--- config.mk ---
export PLATFORM = sky130hd
export DESIGN_NAME = sliding_window_max_sum_flat
export DESIGN_NICKNAME = d
export VERILOG_FILES = /design/src/rtl/core/swms_pkg.sv /design/src/rtl/core/swms_in_if.sv /design/src/rtl/core/swms_out_if.sv /design/src/rtl/core/swms_cfg_if.sv /design/src/rtl/core/swms_cell.sv /design/src/rtl/core/sliding_window_max_sum.sv /design/src/flat_wrapper.sv
export SDC_FILE = /design/constraint.sdc
export NUM_CORES = 1
export LEC_CHECK = 0
export BUFFER_PORTS_ARGS = -buffer_cell sky130_fd_sc_hd__buf_4
export CORE_MARGIN = 2
export CORE_UTILIZATION = 48
export DETAILED_ROUTE_END_ITERATION = 10
export PLACE_DENSITY = 0.69
export SYNTH_ARGS = -nofsm -noshare
export SYNTH_HDL_FRONTEND = slang
export SYNTH_SLANG_ARGS = --single-unit
--- constraint.sdc ---
create_clock -name clk -period 13.24 [get_ports clk]
set_input_delay 2.648 -clock clk [delete_from_list [all_inputs] [get_ports clk]]
set_output_delay 2.648 -clock clk [all_outputs]
set_load 0.005 [all_outputs]
--- src/rtl/core/swms_pkg.sv ---
// ============================================================================
// swms_pkg: shared types and constants for the sliding window max sum block
// Result width, saturation limits, window register format and cell control.
// ============================================================================
`default_nettype none

package swms_pkg;

  // Running sum and result width
  localparam int TOTAL_W = 48;

  // Window length register
  localparam int LEN_W = 5;
  localparam logic [LEN_W-1:0] LEN_RESET = LEN_W'(1);

  // Saturation limits of the running sum
  localparam logic signed [TOTAL_W-1:0] SUM_MAX = {1'b0, {(TOTAL_W-1){1'b1}}};
  localparam logic signed [TOTAL_W-1:0] SUM_MIN = {1'b1, {(TOTAL_W-1){1'b0}}};

  // Control broadcast to every cell of the candidate row
  typedef struct packed {
    logic shift;  // a request was taken: every cell loads its younger neighbor (cell 0 the sample)
    logic clear;  // array finished: drop all candidates
  } cell_ctrl_t;

endpackage

`default_nettype wire

--- src/rtl/core/swms_in_if.sv ---
// ============================================================================
// swms_in_if: sample request channel
// Valid/ready channel carrying one signed sample and the end-of-array flag.
// ============================================================================
`default_nettype none

interface swms_in_if #(
  parameter int SAMPLE_BITS = 16
);
  logic                          valid;
  logic                          ready;
  logic signed [SAMPLE_BITS-1:0] sample;
  logic                          last;

  modport source (output valid, output sample, output last, input ready);
  modport sink   (input valid, input sample, input last, output ready);
endinterface

`default_nettype wire

--- src/rtl/core/swms_out_if.sv ---
// ============================================================================
// swms_out_if: result request channel
// Valid/ready channel carrying the saturated sum and its overflow flag.
// ============================================================================
`default_nettype none

interface swms_out_if;
  import swms_pkg::*;
  logic                      valid;
  logic                      ready;
  logic signed [TOTAL_W-1:0] total;
  logic                      overflow;

  modport source (output valid, output total, output overflow, input ready);
  modport sink   (input valid, input total, input overflow, output ready);
endinterface

`default_nettype wire

--- src/rtl/core/swms_cfg_if.sv ---
// ============================================================================
// swms_cfg_if: configuration write channel
// Valid/ready channel carrying the window length register write data.
// ============================================================================
`default_nettype none

interface swms_cfg_if;
  import swms_pkg::*;
  logic             valid;
  logic             ready;
  logic [LEN_W-1:0] window_len;

  modport source (output valid, output window_len, input ready);
  modport sink   (input valid, input window_len, output ready);
endinterface

`default_nettype wire

--- src/rtl/core/swms_cell.sv ---
// ============================================================================
// swms_cell: one slot of the candidate row
// Holds the sample of a fixed age and a flag telling whether it is still a
// candidate maximum. Hands a survivor bit and its value to the older neighbor.
// ============================================================================
`default_nettype none

module swms_cell
  import swms_pkg::*;
#(
  parameter int SAMPLE_BITS = 16,
  parameter int KW          = 5,
  parameter int IDX         = 0
) (
  input  wire logic                          clk,
  input  wire logic                          rst,
  input  wire cell_ctrl_t                    ctrl,
  input  wire logic signed [SAMPLE_BITS-1:0] x,
  input  wire logic        [KW-1:0]          k,
  input  wire logic signed [SAMPLE_BITS-1:0] prev_value,
  input  wire logic                          prev_flag,
  input  wire logic signed [SAMPLE_BITS-1:0] front_in,
  output logic signed [SAMPLE_BITS-1:0]      value,
  output logic                               survive,
  output logic signed [SAMPLE_BITS-1:0]      front_out
);

  localparam logic [KW-1:0] AGE = KW'(IDX + 1);

  logic flag;

  // Still inside the window ending at x and not dominated by x
  assign survive   = flag && (AGE < k) && (value > x);
  // Oldest flagged slot wins the front
  assign front_out = flag ? value : front_in;

  always_ff @(posedge clk) begin
    if (rst) begin
      flag <= 1'b0;
    end else if (ctrl.clear) begin
      flag <= 1'b0;
    end else if (ctrl.shift) begin
      flag <= prev_flag;
    end
  end

  always_ff @(posedge clk) begin
    if (ctrl.shift) begin
      value <= prev_value;
    end
  end

endmodule

`default_nettype wire

--- src/rtl/core/sliding_window_max_sum.sv ---
// ============================================================================
// sliding_window_max_sum: sum of sliding window maxima over a sample stream
// Monotonic candidate queue kept as a row of aging cells, saturating sum.
// ============================================================================
// Samples arrive one request at a time on stream, the final one of an array
// marked by last. The block adds the maximum of every full window of
// window_len samples (0 acts as 1, values above WINDOW_MAX act as WINDOW_MAX)
// to a 48-bit sum that saturates and sets a sticky overflow flag. An array
// shorter than the window adds the maximum of all its samples once. On the
// final sample one result carries the sum and the flag, and all stream state
// is cleared; window_len keeps its value. Throughput is one sample per clock:
// the candidate row of WINDOW_MAX cells updates in the cycle a sample is
// taken, and the sum stage then adds the row's front once the sample is
// registered as pending. After a final sample, stream drops ready while the
// result is formed, and for longer if the previous result still waits on
// result. No clearing pass is needed after reset.
`default_nettype none

module sliding_window_max_sum
  import swms_pkg::*;
#(
  parameter int WINDOW_MAX  = 16,
  parameter int SAMPLE_BITS = 16
) (
  input  wire logic clk,
  input  wire logic rst,
  swms_in_if.sink   stream,
  swms_out_if.source result,
  swms_cfg_if.sink  cfg
);

  // Ages run 1..WINDOW_MAX; window length compares need room for both.
  localparam int AGE_W = $clog2(WINDOW_MAX + 1);
  localparam int KW    = (AGE_W > LEN_W) ? AGE_W : LEN_W;

  // --------------------------------------------------------------------------
  // Window length register and its effective value
  // --------------------------------------------------------------------------
  logic [LEN_W-1:0] window_len;
  logic [KW-1:0]    k;

  assign cfg.ready = 1'b1;

  always_ff @(posedge clk) begin
    if (rst) begin
      window_len <= LEN_RESET;
    end else if (cfg.valid) begin
      window_len <= cfg.window_len;
    end
  end

  always_comb begin
    if (window_len == '0) begin
      k = KW'(1);
    end else if (KW'(window_len) > KW'(WINDOW_MAX)) begin
      k = KW'(WINDOW_MAX);
    end else begin
      k = KW'(window_len);
    end
  end

  // --------------------------------------------------------------------------
  // Handshake and sum stage control
  // --------------------------------------------------------------------------
  logic accept;
  logic pend;       // a sample waits for its sum update
  logic pend_last;  // ... and it ends the array
  logic pend_acc;   // ... and its window maximum is added
  logic out_free;
  logic fire;       // sum stage completes this cycle

  assign out_free     = !result.valid || result.ready;
  assign fire         = pend && (!pend_last || out_free);
  // Hold off new samples until a finished array has left the sum stage
  assign stream.ready = !(pend && pend_last);
  assign accept       = stream.valid && stream.ready;

  // Samples seen in this array, saturating at WINDOW_MAX
  logic [AGE_W-1:0] seen;
  logic [AGE_W-1:0] seen_next;

  assign seen_next = (seen < AGE_W'(WINDOW_MAX)) ? seen + AGE_W'(1) : seen;

  always_ff @(posedge clk) begin
    if (rst) begin
      pend      <= 1'b0;
      pend_last <= 1'b0;
      pend_acc  <= 1'b0;
      seen      <= '0;
    end else begin
      if (accept) begin
        pend      <= 1'b1;
        pend_last <= stream.last;
        // full window reached, or a short array ends here
        pend_acc  <= (KW'(seen_next) >= k) || stream.last;
        seen      <= seen_next;
      end else if (fire) begin
        pend <= 1'b0;
        if (pend_last) begin
          seen <= '0;
        end
      end
    end
  end

  // --------------------------------------------------------------------------
  // Candidate row: cell j holds the sample of age j+1 after an update.
  // A cell's flag marks a live queue entry; the new sample always enters
  // flagged in cell 0, and an entry survives only while inside the window
  // and above every later sample. Flagged values fall from oldest to newest,
  // so the oldest flagged cell is the window maximum.
  // --------------------------------------------------------------------------
  cell_ctrl_t                    ctrl;
  logic signed [SAMPLE_BITS-1:0] cell_value [WINDOW_MAX];
  logic                          cell_surv  [WINDOW_MAX];
  logic signed [SAMPLE_BITS-1:0] front      [WINDOW_MAX+1];

  assign ctrl.shift = accept;
  assign ctrl.clear = fire && pend_last;
  assign front[0]   = '0;

  for (genvar j = 0; j < WINDOW_MAX; j++) begin : g_cell
    logic signed [SAMPLE_BITS-1:0] prev_value;
    logic                          prev_flag;

    if (j == 0) begin : g_head
      assign prev_value = stream.sample;
      assign prev_flag  = 1'b1;
    end else begin : g_body
      assign prev_value = cell_value[j-1];
      assign prev_flag  = cell_surv[j-1];
    end

    swms_cell #(
      .SAMPLE_BITS (SAMPLE_BITS),
      .KW          (KW),
      .IDX         (j)
    ) u_cell (
      .clk        (clk),
      .rst        (rst),
      .ctrl       (ctrl),
      .x          (stream.sample),
      .k          (k),
      .prev_value (prev_value),
      .prev_flag  (prev_flag),
      .front_in   (front[j]),
      .value      (cell_value[j]),
      .survive    (cell_surv[j]),
      .front_out  (front[j+1])
    );
  end

  // --------------------------------------------------------------------------
  // Saturating running sum
  // --------------------------------------------------------------------------
  logic signed [TOTAL_W-1:0] running_sum;
  logic                      sum_saturated;
  logic signed [TOTAL_W:0]   addend;
  logic signed [TOTAL_W:0]   sum_wide;
  logic                      sum_ovf;
  logic signed [TOTAL_W-1:0] sum_next;
  logic                      sat_next;

  assign addend   = pend_acc ? (TOTAL_W+1)'(front[WINDOW_MAX]) : '0;
  assign sum_wide = (TOTAL_W+1)'(running_sum) + addend;
  // top two bits disagree: result left the 48-bit range
  assign sum_ovf  = sum_wide[TOTAL_W] != sum_wide[TOTAL_W-1];
  assign sat_next = sum_saturated || sum_ovf;

  always_comb begin
    if (!sum_ovf) begin
      sum_next = sum_wide[TOTAL_W-1:0];
    end else if (sum_wide[TOTAL_W]) begin
      sum_next = SUM_MIN;
    end else begin
      sum_next = SUM_MAX;
    end
  end

  always_ff @(posedge clk) begin
    if (rst) begin
      running_sum   <= '0;
      sum_saturated <= 1'b0;
    end else if (fire) begin
      if (pend_last) begin
        running_sum   <= '0;
        sum_saturated <= 1'b0;
      end else begin
        running_sum   <= sum_next;
        sum_saturated <= sat_next;
      end
    end
  end

  // --------------------------------------------------------------------------
  // Result register
  // --------------------------------------------------------------------------
  always_ff @(posedge clk) begin
    if (rst) begin
      result.valid <= 1'b0;
    end else if (fire && pend_last) begin
      result.valid <= 1'b1;
    end else if (result.ready) begin
      result.valid <= 1'b0;
    end
  end

  always_ff @(posedge clk) begin
    if (fire && pend_last) begin
      result.total    <= sum_next;
      result.overflow <= sat_next;
    end
  end

endmodule

`default_nettype wire
--- src/flat_wrapper.sv ---
// flat-port wrapper written by rule: the top's interface ports become plain ports
module sliding_window_max_sum_flat import swms_pkg::*;
#(
  parameter int WINDOW_MAX  = 16,
  parameter int SAMPLE_BITS = 16
)
  (clk, rst, stream_valid, stream_sample, stream_last, stream_ready, result_valid, result_total, result_overflow, result_ready, cfg_valid, cfg_window_len, cfg_ready);
  swms_in_if #(.SAMPLE_BITS(SAMPLE_BITS)) stream_i ();
  swms_out_if result_i ();
  swms_cfg_if cfg_i ();
  input  wire logic clk;
  input  wire logic rst;
  input wire logic [$bits(stream_i.valid)-1:0] stream_valid;
  input wire logic [$bits(stream_i.sample)-1:0] stream_sample;
  input wire logic [$bits(stream_i.last)-1:0] stream_last;
  output wire logic [$bits(stream_i.ready)-1:0] stream_ready;
  output wire logic [$bits(result_i.valid)-1:0] result_valid;
  output wire logic [$bits(result_i.total)-1:0] result_total;
  output wire logic [$bits(result_i.overflow)-1:0] result_overflow;
  input wire logic [$bits(result_i.ready)-1:0] result_ready;
  input wire logic [$bits(cfg_i.valid)-1:0] cfg_valid;
  input wire logic [$bits(cfg_i.window_len)-1:0] cfg_window_len;
  output wire logic [$bits(cfg_i.ready)-1:0] cfg_ready;
  assign stream_i.valid = stream_valid;
  assign stream_i.sample = stream_sample;
  assign stream_i.last = stream_last;
  assign stream_ready = stream_i.ready;
  assign result_valid = result_i.valid;
  assign result_total = result_i.total;
  assign result_overflow = result_i.overflow;
  assign result_i.ready = result_ready;
  assign cfg_i.valid = cfg_valid;
  assign cfg_i.window_len = cfg_window_len;
  assign cfg_ready = cfg_i.ready;
  sliding_window_max_sum #(.WINDOW_MAX(WINDOW_MAX), .SAMPLE_BITS(SAMPLE_BITS)) u_core (.clk(clk), .rst(rst), .stream(stream_i), .result(result_i), .cfg(cfg_i));
endmodule
# Word level (Yosys, flattened, before mapping)
# Cells that the tools add are included.
[classes] reduce_logical=47 add_sub_neg=2 n_eq_ne=1 muxes=31 div_mod_pow=0 n_bitwise=0 n_lt_le_gt_ge=33 multipliers=0 n_shift=0
[op_table] cell="$mux 16" n=16
[op_table] cell="$gt 16x16->1" n=15
[op_table] cell="$mux 48" n=3
[op_table] cell="$add 48x49->49" n=1
[op_table] cell="$mux 49" n=1
[op_table] cell="$lt 4x5->1 const A" n=8
[op_table] cell="$logic_and 1x1->1" n=34
[op_table] cell="$mux 5" n=6
[op_table] cell="$lt 3x5->1 const A" n=4
[op_table] cell="$lt 2x5->1 const A" n=2
[op_table] cell="$reduce_bool 2->1" n=3
[op_table] cell="$add 5x1->5 const B" n=1
[op_table] cell="$ge 5x5->1" n=1
[op_table] cell="$gt 5x5->1 const B" n=1
[op_table] cell="$logic_not 5->1" n=1
[op_table] cell="$lt 1x5->1 const A" n=1
[op_table] cell="$lt 5x5->1 const B" n=1
[op_table] cell="$mux 1" n=5
[op_table] cell="$logic_or 1x1->1" n=4
[op_table] cell="$logic_not 1->1" n=3
[op_table] cell="$reduce_and 2->1" n=1
[op_table] cell="$reduce_or 2->1" n=1
[op_table] cell="$ne 1x1->1" n=1
[totals] input_bits=27 mem_bits_rw=0 elab_cells=156 rom_bits=0 n_memories=0 ff_bits=384 latchBits=0

# Depth between registers and ports, before layout
[depth] word_depth=21 mapped_depth=25 depth_no_buf=21

# Cells and area by module
# From an unflattened synthesis, not the netlist that was laid out.
[hier_totals] hier_cells=2491 hier_area_um2=26270.2
[by_module_without_submodules] module="sliding_window_max_sum" cells_per_inst=895 n_inst=1 seq_area_each_um2=2732.6 area_each_um2=7802.5
[by_module_without_submodules] module="swms_cell (u_core.g_cell[13].u_cell ...)" cells_per_inst=101 n_inst=2 seq_area_each_um2=500.5 area_each_um2=1152.4
[by_module_without_submodules] module="swms_cell (u_core.g_cell[2].u_cell)" cells_per_inst=99 n_inst=1 seq_area_each_um2=500.5 area_each_um2=1164.9
[by_module_without_submodules] module="swms_cell (u_core.g_cell[10].u_cell)" cells_per_inst=100 n_inst=1 seq_area_each_um2=500.5 area_each_um2=1163.6
[by_module_without_submodules] module="swms_cell (u_core.g_cell[9].u_cell)" cells_per_inst=101 n_inst=1 seq_area_each_um2=500.5 area_each_um2=1163.6
[by_module_without_submodules] module="swms_cell (u_core.g_cell[3].u_cell)" cells_per_inst=99 n_inst=1 seq_area_each_um2=500.5 area_each_um2=1161.1
[by_module_without_submodules] module="swms_cell (u_core.g_cell[11].u_cell)" cells_per_inst=101 n_inst=1 seq_area_each_um2=500.5 area_each_um2=1156.1
[by_module_without_submodules] module="swms_cell (u_core.g_cell[14].u_cell)" cells_per_inst=98 n_inst=1 seq_area_each_um2=500.5 area_each_um2=1154.9
[by_module_without_submodules] module="swms_cell (u_core.g_cell[7].u_cell)" cells_per_inst=101 n_inst=1 seq_area_each_um2=500.5 area_each_um2=1154.9
[by_module_without_submodules] module="swms_cell (u_core.g_cell[8].u_cell)" cells_per_inst=101 n_inst=1 seq_area_each_um2=500.5 area_each_um2=1153.6
[by_module_without_submodules] module="swms_cell (u_core.g_cell[1].u_cell)" cells_per_inst=99 n_inst=1 seq_area_each_um2=500.5 area_each_um2=1152.4
[by_module_without_submodules] module="swms_cell (u_core.g_cell[15].u_cell)" cells_per_inst=99 n_inst=1 seq_area_each_um2=500.5 area_each_um2=1151.1
[by_module_without_submodules] module="swms_cell (u_core.g_cell[4].u_cell)" cells_per_inst=101 n_inst=1 seq_area_each_um2=500.5 area_each_um2=1151.1
[by_module_without_submodules] module="swms_cell (u_core.g_cell[12].u_cell)" cells_per_inst=99 n_inst=1 seq_area_each_um2=500.5 area_each_um2=1149.9
[by_module_without_submodules] module="2 more rows"

# Least setup slack after synthesis
# OpenSTA, ideal clock, no wires.
[synth_path] path_kind="input to register" start="input port stream_valid" end="register u_core.seen[1]" setup_slack_ns=2.162 required_ns=13.144 cell_stages=5 arrival_ns=10.982 setup_time_ns=0.096 cell_sequence="nand2_1 -> inv_1 -> clkbuf_1 -> a22oi_1 -> nor2_1"
[synth_between] elab_chain_len=3 word_cells_on_any_way=5 classes_between="mux: 1; reduce/logical: 4"
[synth_rtl] item="start, declared" line="flat_wrapper.sv:13" source="input wire logic [$bits(stream_i.valid)-1:0] stream_valid;"
[synth_rtl] item="$logic_and 1x1->1 *" line="sliding_window_max_sum.sv:76" source="assign accept = stream.valid && stream.ready;"
[synth_rtl] item="named net u_core.accept" line="sliding_window_max_sum.sv:65" source="logic accept;"
[synth_rtl] item="$reduce_bool 2->1 (no line)"
[synth_rtl] item="$reduce_and 2->1 (no line)"
[synth_rtl] item="end signal, assigned" line="sliding_window_max_sum.sv:96" source="seen <= seen_next;"
[synth_rtl] item="end, declared" line="sliding_window_max_sum.sv:79" source="logic [AGE_W-1:0] seen;"
# Mark *: on every way through the listed nets, which the timed path passes. The rest lies on a longest branch.
# A chain may end at the register's enable or synchronous reset.

# Final worst setup path
[layout_path] start="register u_core.g_cell[1].u_cell.flag" end="register u_core.result.total[34], data pin"
[layout_between] elab_chain_len=19 word_cells_on_any_way=20 classes_between="add/sub: 1; eq/ne: 1; mux: 18"
[layout_rtl] item="start, declared" line="swms_cell.sv:30" source="logic flag;"
[layout_rtl] item="start signal, assigned" line="swms_cell.sv:43" source="flag <= prev_flag;"
[layout_rtl] item="$mux 16 * (15 in a row)" line="swms_cell.sv:35" source="assign front_out = flag ? value : front_in;"
[layout_rtl] item="$mux 49 *" line="sliding_window_max_sum.sv:164" source="assign addend = pend_acc ? (TOTAL_W+1)'(front[WINDOW_MAX]) : '0;"
[layout_rtl] item="$add 48x49->49 *" line="sliding_window_max_sum.sv:165" source="assign sum_wide = (TOTAL_W+1)'(running_sum) + addend;"
[layout_rtl] item="$mux 48 or $ne 1x1->1 (tied branches)" line="sliding_window_max_sum.sv:173, sliding_window_max_sum.sv:167"
[layout_rtl] item="$mux 48 *" line="sliding_window_max_sum.sv:171" source="if (!sum_ovf) begin"
[layout_rtl] item="named net u_core.sum_next[34]" line="sliding_window_max_sum.sv:161" source="logic signed [TOTAL_W-1:0] sum_next;"
[layout_rtl] item="end signal, assigned" line="sliding_window_max_sum.sv:210" source="result.total <= sum_next;"
[layout_rtl] item="end, declared" line="swms_out_if.sv:14" source="modport source (output valid, output total, output overflow, input ready);"
# Marks and branches as above.

==> reports/qor.yml <==
power_frac_comb: 0.107
synthAdderAreaFrac: 0.160
synth_compound_area_frac: 0.211
period_needed_ns: 6.75
port_buffers: 77
tightest_slew_ns: 1.21
required_ns: 13.52
cts_made_buffers: 45
grt_pass1_wl_um: 92200
drtPass1Iterations: 7
p_seq_frac: 0.476
synth_area_leaders: "edfxtp_1 40%, ha_1 16%, dfxtp_1 6.8%, a21oi_1 4.1%, o21ai_0 2.9%"
p_int_uw: 2220
fin_crit_sh: 0.510
viasPerCell: 6.13
drv_cap: 0
grt_pass1_vias: 17500
muxShareOfSynthArea: 0.00406
root_buffer: "clkbuf_16"
min_to: "u_core.g_cell[11].u_cell.value[0]$_DFFE_PP_"
clock_sinks: 384
detail_route.wl_per_cell_um: 20.6
pre_cts_ws_ns: 6.55
layout.nets: 2504
seq_area_frac_synth: 0.465
syn_nets: 2463
synth_top_area_frac: 0.396
dp_hpwl_um: 42800
fp-row-count: 80
r2r_start: "u_core.g_cell[1].u_cell.flag$_SDFFE_PP0P_"
htree_levels: 2
gp_congestion: 0.902
p_leak_uw: 0.0105
fp.dieW_um: 223
postCtsSetupBuffers: 0
layout-drive-gt1-share: 0.0893
cts-resized-gates: 0
synthArstFlopShare: 0
r2r-end: "u_core.result.total[34]$_DFFE_PP_"
power_per_cell_area_nw_per_um2: 116
track_usage: 0.231
synth_xor_area_frac: 0.0193
area_delta_synth_final_pct: 11.1
post-route-drc-count: 0
core_um2: 47600
holdCritPathClass: "reg -> reg"
ys_warn_count: 0
ys_seq_elements: 384
syn_avg_cell_area_um2: 10.8
power_frac_clock: 0.417
clock_path_buffers: 3
cts_tree: "yes"
finalPower_uw: 2970
synth_edf_count: 305
synth_cells: 2141
end_kind: "flip-flop"
die_area_um2: 49900
crit_fanout: 37
antenna_found_initial: 0
hold_slack_ns: 0.454
fmax_mhz: 148
final-hold-violation-count: 0
die_h_um: 223
ir_drop_mv: 0.109
synthSimpleGateAreaFrac: 0.108
first_iter_violations: 1469
initial_core_util: 0.485
hold_depth: 0
critical_path_arrival_ns: 7.02
synth_top_area_cell: "edfxtp_1"
grt_setup_unrepaired: "no"
drt.antenna.violating_nets: 0
relSlewSlack: 0.191
synth_flop_cell: "edfxtp_1"
finalClockSkew_ns: 0.0281
vias: 17400
startpoint_type: "flip-flop"
critPathKind: "reg -> reg"
power_switching_uw: 750
clk_latency_ns: 0.58
reg2reg_slack_ns: 6.49
switching_share: 0.252
cts_hold_buf: 0
pin_count: 79
overflow: 0
setup_tns_ns: 0
cts.reportedPaths.clkPinSlew_ns: 0.06
slew_viol_final: 0
setup_viol: 0
grt_max_degree: 81
rr_worst_depth: 21
post-route-util: 0.539
wirelength_um: 58300
diodes: 0
status: "completed"
setup_slack_ns: 6.49
hold_start: "u_core.g_cell[10].u_cell.value[0]$_DFFE_PP_"
synthesis.area_um2: 23100
synth_top_family_by_area: "compound AO/OA/AOI/OAI gates"
synth.distinct_cells: 90
-- critical path, cell delays in order (launching register included) --
cell      delay [ns]
dfxtp_1         0.72
nor2b_1         0.10
buf_4           0.22
a221oi_1        0.26
nor3_1          0.08
a211oi_1        0.32
o31ai_1         0.14
a221oi_1        0.32
o31ai_1         0.14
a221oi_1        0.32
o21ai_2         0.07
buf_4           0.29
ha_1            0.40
a21oi_1         0.36
o22ai_1         0.15
nor3_1          0.40
o221ai_1        0.34
o21ai_2         0.23
o21ai_4         0.14
a22oi_2         0.75
buf_4           0.45
o21ai_0         0.19
-- layout by cell type (no fill, tap or decap), types with 7 or more instances in the layout --
cell	count
o211ai_1	10
nand4_1	59
edfxtp_1	305
o2111ai_1	8
o21ai_0	131
a221oi_1	51
nor2_1	110
buf_4	96
nand2b_1	24
inv_1	84
a22oi_1	19
a221o_1	11
a21o_1	87
o221ai_1	18
xnor2_1	26
o21a_1	14
o31ai_1	36
nor2b_1	59
nand2_1	95
dfxtp_1	79
ha_1	294
a31oi_1	12
a211o_1	39
a211oi_1	27
clkinv_2	8
clkbuf_1	10
a21oi_1	191
nor3_1	66
a21boi_0	7
nand3_1	23
clkinv_1	7
nor4_1	13
clkbuf_8	9
o21ai_1	7
clkbuf_16	46
xor2_1	23
-- sequential cells by signal, indices dropped and copies added, names as in the netlist --
register / count
u_core.pend_last: 1
u_core.running_sum: 48
u_core.seen: 5
u_core.result.total: 48
u_core.result.valid: 1
u_core.pend_acc: 1
u_core.g_cell.u_cell.value: 256
u_core.result.overflow: 1
u_core.g_cell.u_cell.flag: 16
u_core.pend: 1
u_core.sum_saturated: 1
u_core.window_len: 5
-- cells by family after synthesis --
logic type / Yosys count
AO/OA/AOI/OAI: 722
multiplexers: 8
buffers and inverters: 189
other: 1
AND/OR/NAND/NOR: 492
flip-flops: 384
XOR/XNOR: 50
adder cells (fa/ha/maj): 295
-- layer usage --
metal | track usage | wire length, um | share of wire | vias up
met5 | 0 | 0 | 0 | -
met4 | 0.0757 | 1600 | 0.027 | 0
met3 | 0.0273 | 2380 | 0.041 | 93
met2 | 0.413 | 29700 | 0.51 | 400
met1 | 0.291 | 24700 | 0.42 | 8468
li1 | - | - | - | 8404
-- stage by stage --
step	area (um^2)	cells
global route	25700	2833
global placement	24200	2750
floorplan	23100	2141
detailed placement	24200	2750
CTS	25700	2833
finish	25700	2833
-- cells in the mapped netlist, drive strengths merged, types with 4 or more instances --
library cell  number
edfxtp           305
ha               294
a21oi            193
o21ai            143
nor2             113
nand2             95
a21o              88
inv               85
clkbuf            82
dfxtp             79
nor3              66
nand4             59
nor2b             59
a221oi            52
a211o             39
o31ai             37
a211oi            28
xnor2             26
nand2b            24
xor2              24
nand3             23
a22oi             20
buf               20
o221ai            18
o21a              14
nor4              13
a31oi             12
a221o             11
o211ai            11
o2111ai            9
a21boi             7
mux2i              7
or2                7
and2               6
nor3b              6
and4               5
o21bai             5
or3                4
-- worst max path at each step --
stage	slack, ns	cells past startpoint	start	end
4_1_cts	6.53	22	u_core.g_cell[1].u_cell.flag$_SDFFE_PP0P_	u_core.running_sum[22]$_SDFFE_PP0P_
3_3_place_gp	6.67	21	u_core.g_cell[1].u_cell.flag$_SDFFE_PP0P_	u_core.running_sum[22]$_SDFFE_PP0P_
6_report	6.49	21	u_core.g_cell[1].u_cell.flag$_SDFFE_PP0P_	u_core.result.total[34]$_DFFE_PP_
3_5_place_dp	6.55	21	u_core.g_cell[1].u_cell.flag$_SDFFE_PP0P_	u_core.result.total[34]$_DFFE_PP_
5_1_grt	5.94	22	u_core.g_cell[1].u_cell.flag$_SDFFE_PP0P_	u_core.running_sum[39]$_SDFFE_PP0P_
2_1_floorplan	2.16	5	stream_valid	u_core.seen[1]$_SDFFE_PP0P_
-- power groups by stage --
stage	Sequential [uW]	Clock (uW)	Combinational, uW
2_1_floorplan	1440	0	221
3_3_place_gp	1440	0	302
3_5_place_dp	1440	0	316
4_1_cts	1420	1260	318
5_1_grt	1420	1310	357
6_report	1420	1240	318
-- final cells by class --
cell class	instances	area, um^2
Sequential cell	384	10700
Clock buffer	65	1310
Inverter	87	334
Timing Repair Buffer	96	721
Tap cell	615	769
Clock inverter	18	151
Fill cell	4073	22000
Multi-Input combinational cell	1568	11600
No activity file was read; power rests on OpenSTA's default activity.
